==> config.mk <==
export PLATFORM = sky130hd
export DESIGN_NAME = quoted_argument_tokenizer_unit
export DESIGN_NICKNAME = d
export VERILOG_FILES = /design/src/qat_pkg.sv /design/src/quoted_argument_tokenizer_unit.sv
export SDC_FILE = /design/constraint.sdc
export NUM_CORES = 1
export LEC_CHECK = 0
export BUFFER_PORTS_ARGS = -buffer_cell sky130_fd_sc_hd__buf_4
export CORE_MARGIN = 2
export CORE_UTILIZATION = 41
export CTS_CLUSTER_DIAMETER = 80
export DETAILED_ROUTE_END_ITERATION = 6
export RECOVER_POWER = 100
export SETUP_SLACK_MARGIN = 0.2
export SLEW_MARGIN = 20
export SYNTH_ARGS = -nofsm -noshare
export SYNTH_HDL_FRONTEND = slang
export SYNTH_SLANG_ARGS = --single-unit
==> constraint.sdc <==
create_clock -name clk_i -period 3.1 [get_ports clk_i]
set_input_delay 0.31 -clock clk_i [delete_from_list [all_inputs] [get_ports clk_i]]
set_output_delay 0.31 -clock clk_i [all_outputs]
set_load 0.1 [all_outputs]
==> src/qat_pkg.sv <==
// ----------------------------------------------------------------------------
// qat_pkg
// Shared types and constants for the quoted argument tokenizer.
// ----------------------------------------------------------------------------
package qat_pkg;

  // Default argument count ceiling
  localparam int unsigned MaxArgsDefault = 255;

  // Scanner mode codes
  localparam logic [2:0] ModeBetween   = 3'd0;
  localparam logic [2:0] ModeBare      = 3'd1;
  localparam logic [2:0] ModeBareEsc   = 3'd2;
  localparam logic [2:0] ModeQuoted    = 3'd3;
  localparam logic [2:0] ModeQuotedEsc = 3'd4;
  localparam logic [2:0] ModeClosed    = 3'd5;
  localparam logic [2:0] ModeError     = 3'd6;

  // Result kinds
  localparam logic [1:0] KindByte    = 2'd0;
  localparam logic [1:0] KindArgEnd  = 2'd1;
  localparam logic [1:0] KindLineEnd = 2'd2;

  // Status codes
  localparam logic StatusOk       = 1'b0;
  localparam logic StatusBadQuote = 1'b1;

  // Characters of interest
  localparam logic [7:0] ChNul    = 8'h00;
  localparam logic [7:0] ChSpace  = 8'h20;
  localparam logic [7:0] ChDquote = 8'h22;
  localparam logic [7:0] ChSquote = 8'h27;
  localparam logic [7:0] ChBslash = 8'h5C;

  // Result queue geometry
  localparam int unsigned QueueDepth = 4;
  localparam int unsigned QueuePtrW  = 2;
  localparam int unsigned QueueCntW  = 3;

  typedef struct packed {
    logic [1:0] kind;
    logic [7:0] arg_byte;
    logic       status;
    logic [7:0] arg_count;
    logic       run_last;
  } result_t;

endpackage

==> src/quoted_argument_tokenizer_unit.sv <==
// ----------------------------------------------------------------------------
// quoted_argument_tokenizer_unit
// Splits a NUL-terminated command line into arguments, one byte a transfer.
// ----------------------------------------------------------------------------
//
//  channel  | dir | payload                                   | marks
//  ---------+-----+-------------------------------------------+-----------------
//  s_axis   | in  | tdata[7:0] line_byte                      | -
//  m_axis   | out | tdata: arg_byte, status, arg_count; tuser | tlast = run_last
//           |     | kind                                      |
//
//  One input byte is taken per cycle. The scanner decodes it against the
//  registered mode combinationally and writes its zero, one or two results
//  into a four-entry result queue; results leave at one per cycle while
//  m_axis_tready_i is high. s_axis_tready_o is high while the queue has room
//  for two results, so input stalls only when the output side holds back or a
//  byte yields two results. rst_ni (asynchronous, active low) empties the
//  queue and returns the scanner to between-arguments with a zero count.
//
module quoted_argument_tokenizer_unit #(
  parameter int unsigned MAX_ARGS = qat_pkg::MaxArgsDefault
) (
  input  logic        clk_i,
  input  logic        rst_ni,

  input  logic        s_axis_tvalid_i,
  output logic        s_axis_tready_o,
  input  logic [7:0]  s_axis_tdata_i,   // [7:0] line_byte

  output logic        m_axis_tvalid_o,
  input  logic        m_axis_tready_i,
  output logic [23:0] m_axis_tdata_o,   // [7:0] arg_byte, [8] status,
                                        // [16:9] arg_count, [23:17] zero
  output logic [1:0]  m_axis_tuser_o,   // [1:0] kind
  output logic        m_axis_tlast_o    // last result of this input byte
);

  localparam logic [7:0] MaxArgsC = 8'(MAX_ARGS);

  // Scanner state
  logic [2:0] mode_q, mode_d;
  logic       single_q, single_d;
  logic [7:0] args_q, args_d;

  // Result queue
  qat_pkg::result_t                      queue_q [qat_pkg::QueueDepth];
  logic [qat_pkg::QueuePtrW-1:0]         wr_ptr_q, rd_ptr_q;
  logic [qat_pkg::QueueCntW-1:0]         count_q;

  logic                                  accept, pop;
  logic [1:0]                            n_res;
  qat_pkg::result_t                      res0, res1;
  logic [7:0]                            b;
  logic [7:0]                            quote_ch;
  logic [7:0]                            args_inc;
  logic                                  is_sep;

  function automatic qat_pkg::result_t mk(input logic [1:0] kind, input logic [7:0] byt,
                                          input logic st, input logic [7:0] cnt);
    qat_pkg::result_t r;
    r.kind      = kind;
    r.arg_byte  = byt;
    r.status    = st;
    r.arg_count = cnt;
    r.run_last  = 1'b0;
    return r;
  endfunction

  assign s_axis_tready_o = (count_q <= qat_pkg::QueueCntW'(qat_pkg::QueueDepth - 2));
  assign accept          = s_axis_tvalid_i & s_axis_tready_o;
  assign m_axis_tvalid_o = (count_q != '0);
  assign pop             = m_axis_tvalid_o & m_axis_tready_i;

  assign b        = s_axis_tdata_i;
  assign quote_ch = single_q ? qat_pkg::ChSquote : qat_pkg::ChDquote;
  assign is_sep   = (b <= qat_pkg::ChSpace);
  // saturating count of a finished argument
  assign args_inc = (args_q < MaxArgsC) ? args_q + 8'd1 : MaxArgsC;

  // Scanner decode: one byte against the current mode
  always_comb begin
    mode_d   = mode_q;
    single_d = single_q;
    args_d   = args_q;
    n_res    = 2'd0;
    res0     = '0;
    res1     = '0;

    unique case (mode_q) inside
      qat_pkg::ModeBetween: begin
        if (b == qat_pkg::ChNul) begin
          res0  = mk(qat_pkg::KindLineEnd, 8'd0, qat_pkg::StatusOk, args_q);
          n_res = 2'd1;
          mode_d = qat_pkg::ModeBetween; single_d = 1'b0; args_d = '0;
        end else if (is_sep) begin
          mode_d = qat_pkg::ModeBetween;
        end else if (b == qat_pkg::ChDquote || b == qat_pkg::ChSquote) begin
          single_d = (b == qat_pkg::ChSquote);
          mode_d   = qat_pkg::ModeQuoted;
        end else if (b == qat_pkg::ChBslash) begin
          mode_d = qat_pkg::ModeBareEsc;
        end else begin
          res0   = mk(qat_pkg::KindByte, b, qat_pkg::StatusOk, 8'd0);
          n_res  = 2'd1;
          mode_d = qat_pkg::ModeBare;
        end
      end
      qat_pkg::ModeBare: begin
        if (b == qat_pkg::ChNul) begin
          // argument and line end together: two results
          res0  = mk(qat_pkg::KindArgEnd, 8'd0, qat_pkg::StatusOk, 8'd0);
          res1  = mk(qat_pkg::KindLineEnd, 8'd0, qat_pkg::StatusOk, args_inc);
          n_res = 2'd2;
          mode_d = qat_pkg::ModeBetween; single_d = 1'b0; args_d = '0;
        end else if (is_sep) begin
          res0   = mk(qat_pkg::KindArgEnd, 8'd0, qat_pkg::StatusOk, 8'd0);
          n_res  = 2'd1;
          args_d = args_inc;
          mode_d = qat_pkg::ModeBetween;
        end else if (b == qat_pkg::ChDquote) begin
          mode_d = qat_pkg::ModeError;
        end else if (b == qat_pkg::ChBslash) begin
          mode_d = qat_pkg::ModeBareEsc;
        end else begin
          res0  = mk(qat_pkg::KindByte, b, qat_pkg::StatusOk, 8'd0);
          n_res = 2'd1;
        end
      end
      qat_pkg::ModeBareEsc, qat_pkg::ModeQuotedEsc: begin
        if (b == qat_pkg::ChNul) begin
          res0  = mk(qat_pkg::KindLineEnd, 8'd0, qat_pkg::StatusBadQuote, args_q);
          n_res = 2'd1;
          mode_d = qat_pkg::ModeBetween; single_d = 1'b0; args_d = '0;
        end else begin
          res0   = mk(qat_pkg::KindByte, b, qat_pkg::StatusOk, 8'd0);
          n_res  = 2'd1;
          mode_d = (mode_q == qat_pkg::ModeBareEsc) ? qat_pkg::ModeBare
                                                    : qat_pkg::ModeQuoted;
        end
      end
      qat_pkg::ModeQuoted: begin
        if (b == qat_pkg::ChNul) begin
          res0  = mk(qat_pkg::KindLineEnd, 8'd0, qat_pkg::StatusBadQuote, args_q);
          n_res = 2'd1;
          mode_d = qat_pkg::ModeBetween; single_d = 1'b0; args_d = '0;
        end else if (b == qat_pkg::ChBslash) begin
          mode_d = qat_pkg::ModeQuotedEsc;
        end else if (b == quote_ch) begin
          res0   = mk(qat_pkg::KindArgEnd, 8'd0, qat_pkg::StatusOk, 8'd0);
          n_res  = 2'd1;
          args_d = args_inc;
          mode_d = qat_pkg::ModeClosed;
        end else begin
          res0  = mk(qat_pkg::KindByte, b, qat_pkg::StatusOk, 8'd0);
          n_res = 2'd1;
        end
      end
      qat_pkg::ModeClosed: begin
        if (b == qat_pkg::ChNul) begin
          res0  = mk(qat_pkg::KindLineEnd, 8'd0, qat_pkg::StatusOk, args_q);
          n_res = 2'd1;
          mode_d = qat_pkg::ModeBetween; single_d = 1'b0; args_d = '0;
        end else if (is_sep) begin
          mode_d = qat_pkg::ModeBetween;
        end else begin
          mode_d = qat_pkg::ModeError;
        end
      end
      default: begin
        // error (and unused codes): swallow until end of line
        if (b == qat_pkg::ChNul) begin
          res0  = mk(qat_pkg::KindLineEnd, 8'd0, qat_pkg::StatusBadQuote, args_q);
          n_res = 2'd1;
          mode_d = qat_pkg::ModeBetween; single_d = 1'b0; args_d = '0;
        end else begin
          mode_d = qat_pkg::ModeError;
        end
      end
    endcase

    if (n_res == 2'd2) begin
      res1.run_last = 1'b1;
    end else begin
      res0.run_last = 1'b1;
    end
  end

  always_ff @(posedge clk_i or negedge rst_ni) begin
    if (!rst_ni) begin
      mode_q   <= qat_pkg::ModeBetween;
      single_q <= 1'b0;
      args_q   <= '0;
      wr_ptr_q <= '0;
      rd_ptr_q <= '0;
      count_q  <= '0;
    end else begin
      if (accept) begin
        mode_q   <= mode_d;
        single_q <= single_d;
        args_q   <= args_d;
        wr_ptr_q <= wr_ptr_q + qat_pkg::QueuePtrW'(n_res);
      end
      if (pop) begin
        rd_ptr_q <= rd_ptr_q + 1'b1;
      end
      count_q <= count_q + (accept ? qat_pkg::QueueCntW'(n_res) : '0)
                         - qat_pkg::QueueCntW'(pop);
    end
  end

  // Queue payload, no reset needed
  always_ff @(posedge clk_i) begin
    if (accept && n_res != 2'd0) begin
      queue_q[wr_ptr_q] <= res0;
    end
    if (accept && n_res == 2'd2) begin
      queue_q[wr_ptr_q + 1'b1] <= res1;
    end
  end

  assign m_axis_tdata_o = {7'd0, queue_q[rd_ptr_q].arg_count,
                           queue_q[rd_ptr_q].status, queue_q[rd_ptr_q].arg_byte};
  assign m_axis_tuser_o = queue_q[rd_ptr_q].kind;
  assign m_axis_tlast_o = queue_q[rd_ptr_q].run_last;

endmodule
==> impl_metrics.py <==
metrics = {
    "clock_tree": {
        "path_clk_slew_ns": 0.07,
        "cts_tree": "built",
        "cts.sinks": 99,
        "h-tree-depth": 3,
        "cts_buffers": 9,
        "clk_latency_ns": 0.35,
        "clk_path_buf_depth": 2,
        "post_cts_resized": 0,
        "ctsRootBufferMaster": "clkbuf_16",
    },
    "status": {
        "status": "complete, no violations",
    },
    "global_routing": {
        "antenna_found_initial": 0,
        "gr-total-overflow": 0,
        "grt_pass1_wl_um": 20360,
        "grt_max_degree": 21,
        "grt_pass1_vias": 3791,
        "track_usage_pct": 19.93,
    },
    "sta": {
        "setup-violations-final": 0,
        "fin_crit_sh_pct": 87.19,
        "rsz0062_at_grt": "no",
        "finalMaxSlewViolations": 0,
        "hold_violations": 0,
        "fmax_mhz": 370.0,
        "finalCriticalPeriod_ns": 2.703,
        "slew_headroom_pct": 22.41,
        "tightestPinTransition_ns": 1.169,
        "fin_skew_ns": 0.008977,
        "finalSetupTns_ns": 0,
    },
    "critical_path": {
        "worst_path_max_delay_cell": "nor4_1",
        "path_class": "reg -> reg",
        "r2r_slack_ns": 0.40,
        "path_cells": "clkbuf_1 > nor2_1 > nand2_1 > clkbuf_1 > nor4_1 > nand2b_1 > clkbuf_2 > a32o_1",
        "arrival_ns": 2.95,
        "cp.required_ns": 3.34,
        "crit_family": "simple AND/OR/NAND/NOR gates",
        "cp_num_buf_inv": 3,
        "slowest_delay_ns": 0.40,
        "reg2reg_from": "mode_q[2]$_DFFE_PN0P_",
        "reg2regPathDepth": 8,
        "crit_path_frequent_cell": "clkbuf_1",
        "cp-end-kind": "flip-flop",
        "r2r_end": "queue_q[1][9]$_SDFFE_PP0P_",
        "cp-start-kind": "flip-flop",
        "crit_fanout": 20,
    },
    "cells_and_area": {
        "antenna_cells": 0,
        "area_delta_synth_final_pct": 14.59,
        "drive_above_1_share_pct": 19.59,
        "final_area_um2": 5946,
        "finish.net_count": 544,
        "layout_common_cells": "nand2_1 (81), edfxtp_1 (40), dfxtp_1 (40)",
        "mostFrequentLayoutCell": "nand2_1",
    },
    "yosys": {
        "synth_top_area_share_pct": 23.15,
        "yosysSeqAreaShare_pct": 47.75,
        "synth_flop_cell": "edfxtp_1",
        "synth_warnings": 0,
        "synthArstFlopShare_pct": 19.19,
        "ys_ff_latch": 99,
        "syn_inst": 488,
        "synth_top_area_cell": "edfxtp_1",
        "synth-edff-count": 40,
        "ys_types": 56,
        "syn-cell-area_um2": 5189,
        "avgSynthCellArea_um2": 10.63,
        "synth_area_leaders": "edfxtp_1 (23%), dfxtp_1 (15%), dfrtp_1 (9.2%)",
    },
    "route": {
        "vias_per_cell": 5.754,
        "drt_iter0_markers": 380,
        "ant_nets": 0,
        "drcViolationCount": 0,
        "route.vias.total": 4045,
        "drt_wl_total_um": 12980,
        "firstDrtPassIters": 7,
        "avgRoutedWirePerCell_um": 18.46,
    },
    "pwr": {
        "pwr-share-clk_pct": 17.5,
        "p_int_w": 0.003267,
        "p_leak_nw": 2.462,
        "power_frac_seq_pct": 31.1,
        "pwr_density_cell_nw_per_um2": 1088,
        "p_comb_share_pct": 51.3,
        "swShare_pct": 49.51,
        "irDropWorstVdd_v": 0.0004739,
        "netSwitchingPower_w": 0.003203,
    },
    "place": {
        "place_congestion": 0.8656,
        "dp_hpwl_um": 8786,
        "place_area_um2": 5708,
        "port_buffers": 33,
    },
    "floorplanning": {
        "boundaryPins": 41,
        "core_um2": 12470,
        "start_util_pct": 41.62,
        "rows": 41,
        "die_area_um2": 13570,
        "die_height_um": 116.5,
        "die_w_um": 116.5,
    },
    "flow_run": {
        "max_cap_violations": 0,
    },
    "hold_path": {
        "min_path_type": "in -> reg",
        "hp-start": "s_axis_tvalid_i",
        "holdPathEnd": "wr_ptr_q[0]$_DFFE_PN0P_",
        "hold_path_depth": 4,
    },
}
[routing by layer]
metal  wire, um  global-route usage [%]  vias to the layer above  part of all wire (%)
li1           -                       -                     1892                     -
met1       5698                   28.47                     1972                    44
met2       6127                   30.16                      165                    47
met3        984                   3.633                       16                   7.6
met4        170                   7.937                        0                   1.3
met5          0                       0                        -                     0
[final cells by class]
type | instances | area (um^2)
Multi-Input combinational cell | 340 | 2479
Inverter | 11 | 41.29
Clock buffer | 11 | 264.0
Sequential cell | 99 | 2477
Timing Repair Buffer | 65 | 429.2
Clock inverter | 5 | 40.04
Fill cell | 1150 | 6520
Tap cell | 172 | 215.2
[logic make-up (layout without fill, tap and decap cells)]
logic type	Yosys count	after routing	share of synthesized area, %
muxes	55	55	15.48
and+or+nand+nor	155	155	14.61
xor gates and xnor gates	9	9	1.519
adders and majority gates	6	6	1.592
buffers and inverters	55	92	5.040
DFF	99	99	47.75
other	1	7	0.07227
AOI/OAI and AO/OA	108	108	13.94
[flip-flops by register name, indices dropped and copies added, names as in the netlist]
signal / flops
mode_q: 3
single_q: 1
count_q: 3
wr_ptr_q: 2
queue_q: 80
rd_ptr_q: 2
args_q: 8
[how the worst max path moves through the flow]
stage / cells past startpoint / endpoint / startpoint / slack [ns]
2_1_floorplan: 9 / count_q[2]$_DFF_PN0_ / count_q[2]$_DFF_PN0_ / 0.29
3_3_place_gp: 13 / count_q[2]$_DFF_PN0_ / s_axis_tdata_i[4] / 0.11
3_5_place_dp: 13 / count_q[2]$_DFF_PN0_ / s_axis_tdata_i[4] / 0.08
4_1_cts: 11 / count_q[2]$_DFF_PN0_ / mode_q[1]$_DFFE_PN0P_ / 0.44
5_1_grt: 9 / count_q[2]$_DFF_PN0_ / mode_q[2]$_DFFE_PN0P_ / 0.15
6_report: 8 / queue_q[1][9]$_SDFFE_PP0P_ / mode_q[2]$_DFFE_PN0P_ / 0.40
[synth_stat cells (all sizes together), types with 8 or more instances]
master and instances:
edfxtp 40, and2 8, a21oi 15, o21ai 22, nand3 14, mux4 20
a32o 10, dfxtp 40, mux2i 33, nor2 12, and3 8, inv 11
buf 23, o211ai 9, clkbuf 21, nand2 81, o22ai 32, dfrtp 19
[power by group through the flow]
stage          Sequential [W]  Combinational [W]  Clock [W]
2_1_floorplan         0.00189            0.00284          0
3_3_place_gp          0.00202            0.00344          0
3_5_place_dp          0.00204            0.00347          0
4_1_cts               0.00201            0.00348    0.00117
5_1_grt               0.00206            0.00353    0.00121
6_report              0.00201            0.00332    0.00114
[worst register-to-register path: stages (launching register included)]
cell,delay (ns)
dfrtp_1,0.37
clkbuf_1,0.24
nor2_1,0.35
nand2_1,0.12
clkbuf_1,0.24
nor4_1,0.40
nand2b_1,0.13
clkbuf_2,0.37
a32o_1,0.37
[through the flow]
stage,hold slack (ns),setup WS [ns],utilization (%),total power (W),std cells
floorplan,0.01441,0.2885,-,0.004726,494
global placement,0.2059,0.1075,45.79,0.005458,684
detailed placement,0.2129,0.07511,45.79,0.005503,684
CTS,0.2845,0.4390,48.31,0.006657,701
global route,0.3015,0.1508,47.70,0.006805,703
finish,0.2980,0.3970,47.70,0.006469,703
[repair_timing]
item | 4_1_cts | 5_1_grt
endpoints found under the setup margin | 0 | 1
buffers inserted | 0 | 2
hold buffers | 1 | 0
endpoints found under the hold margin | 19 | 0
Power figures use the tool's default switching activity.
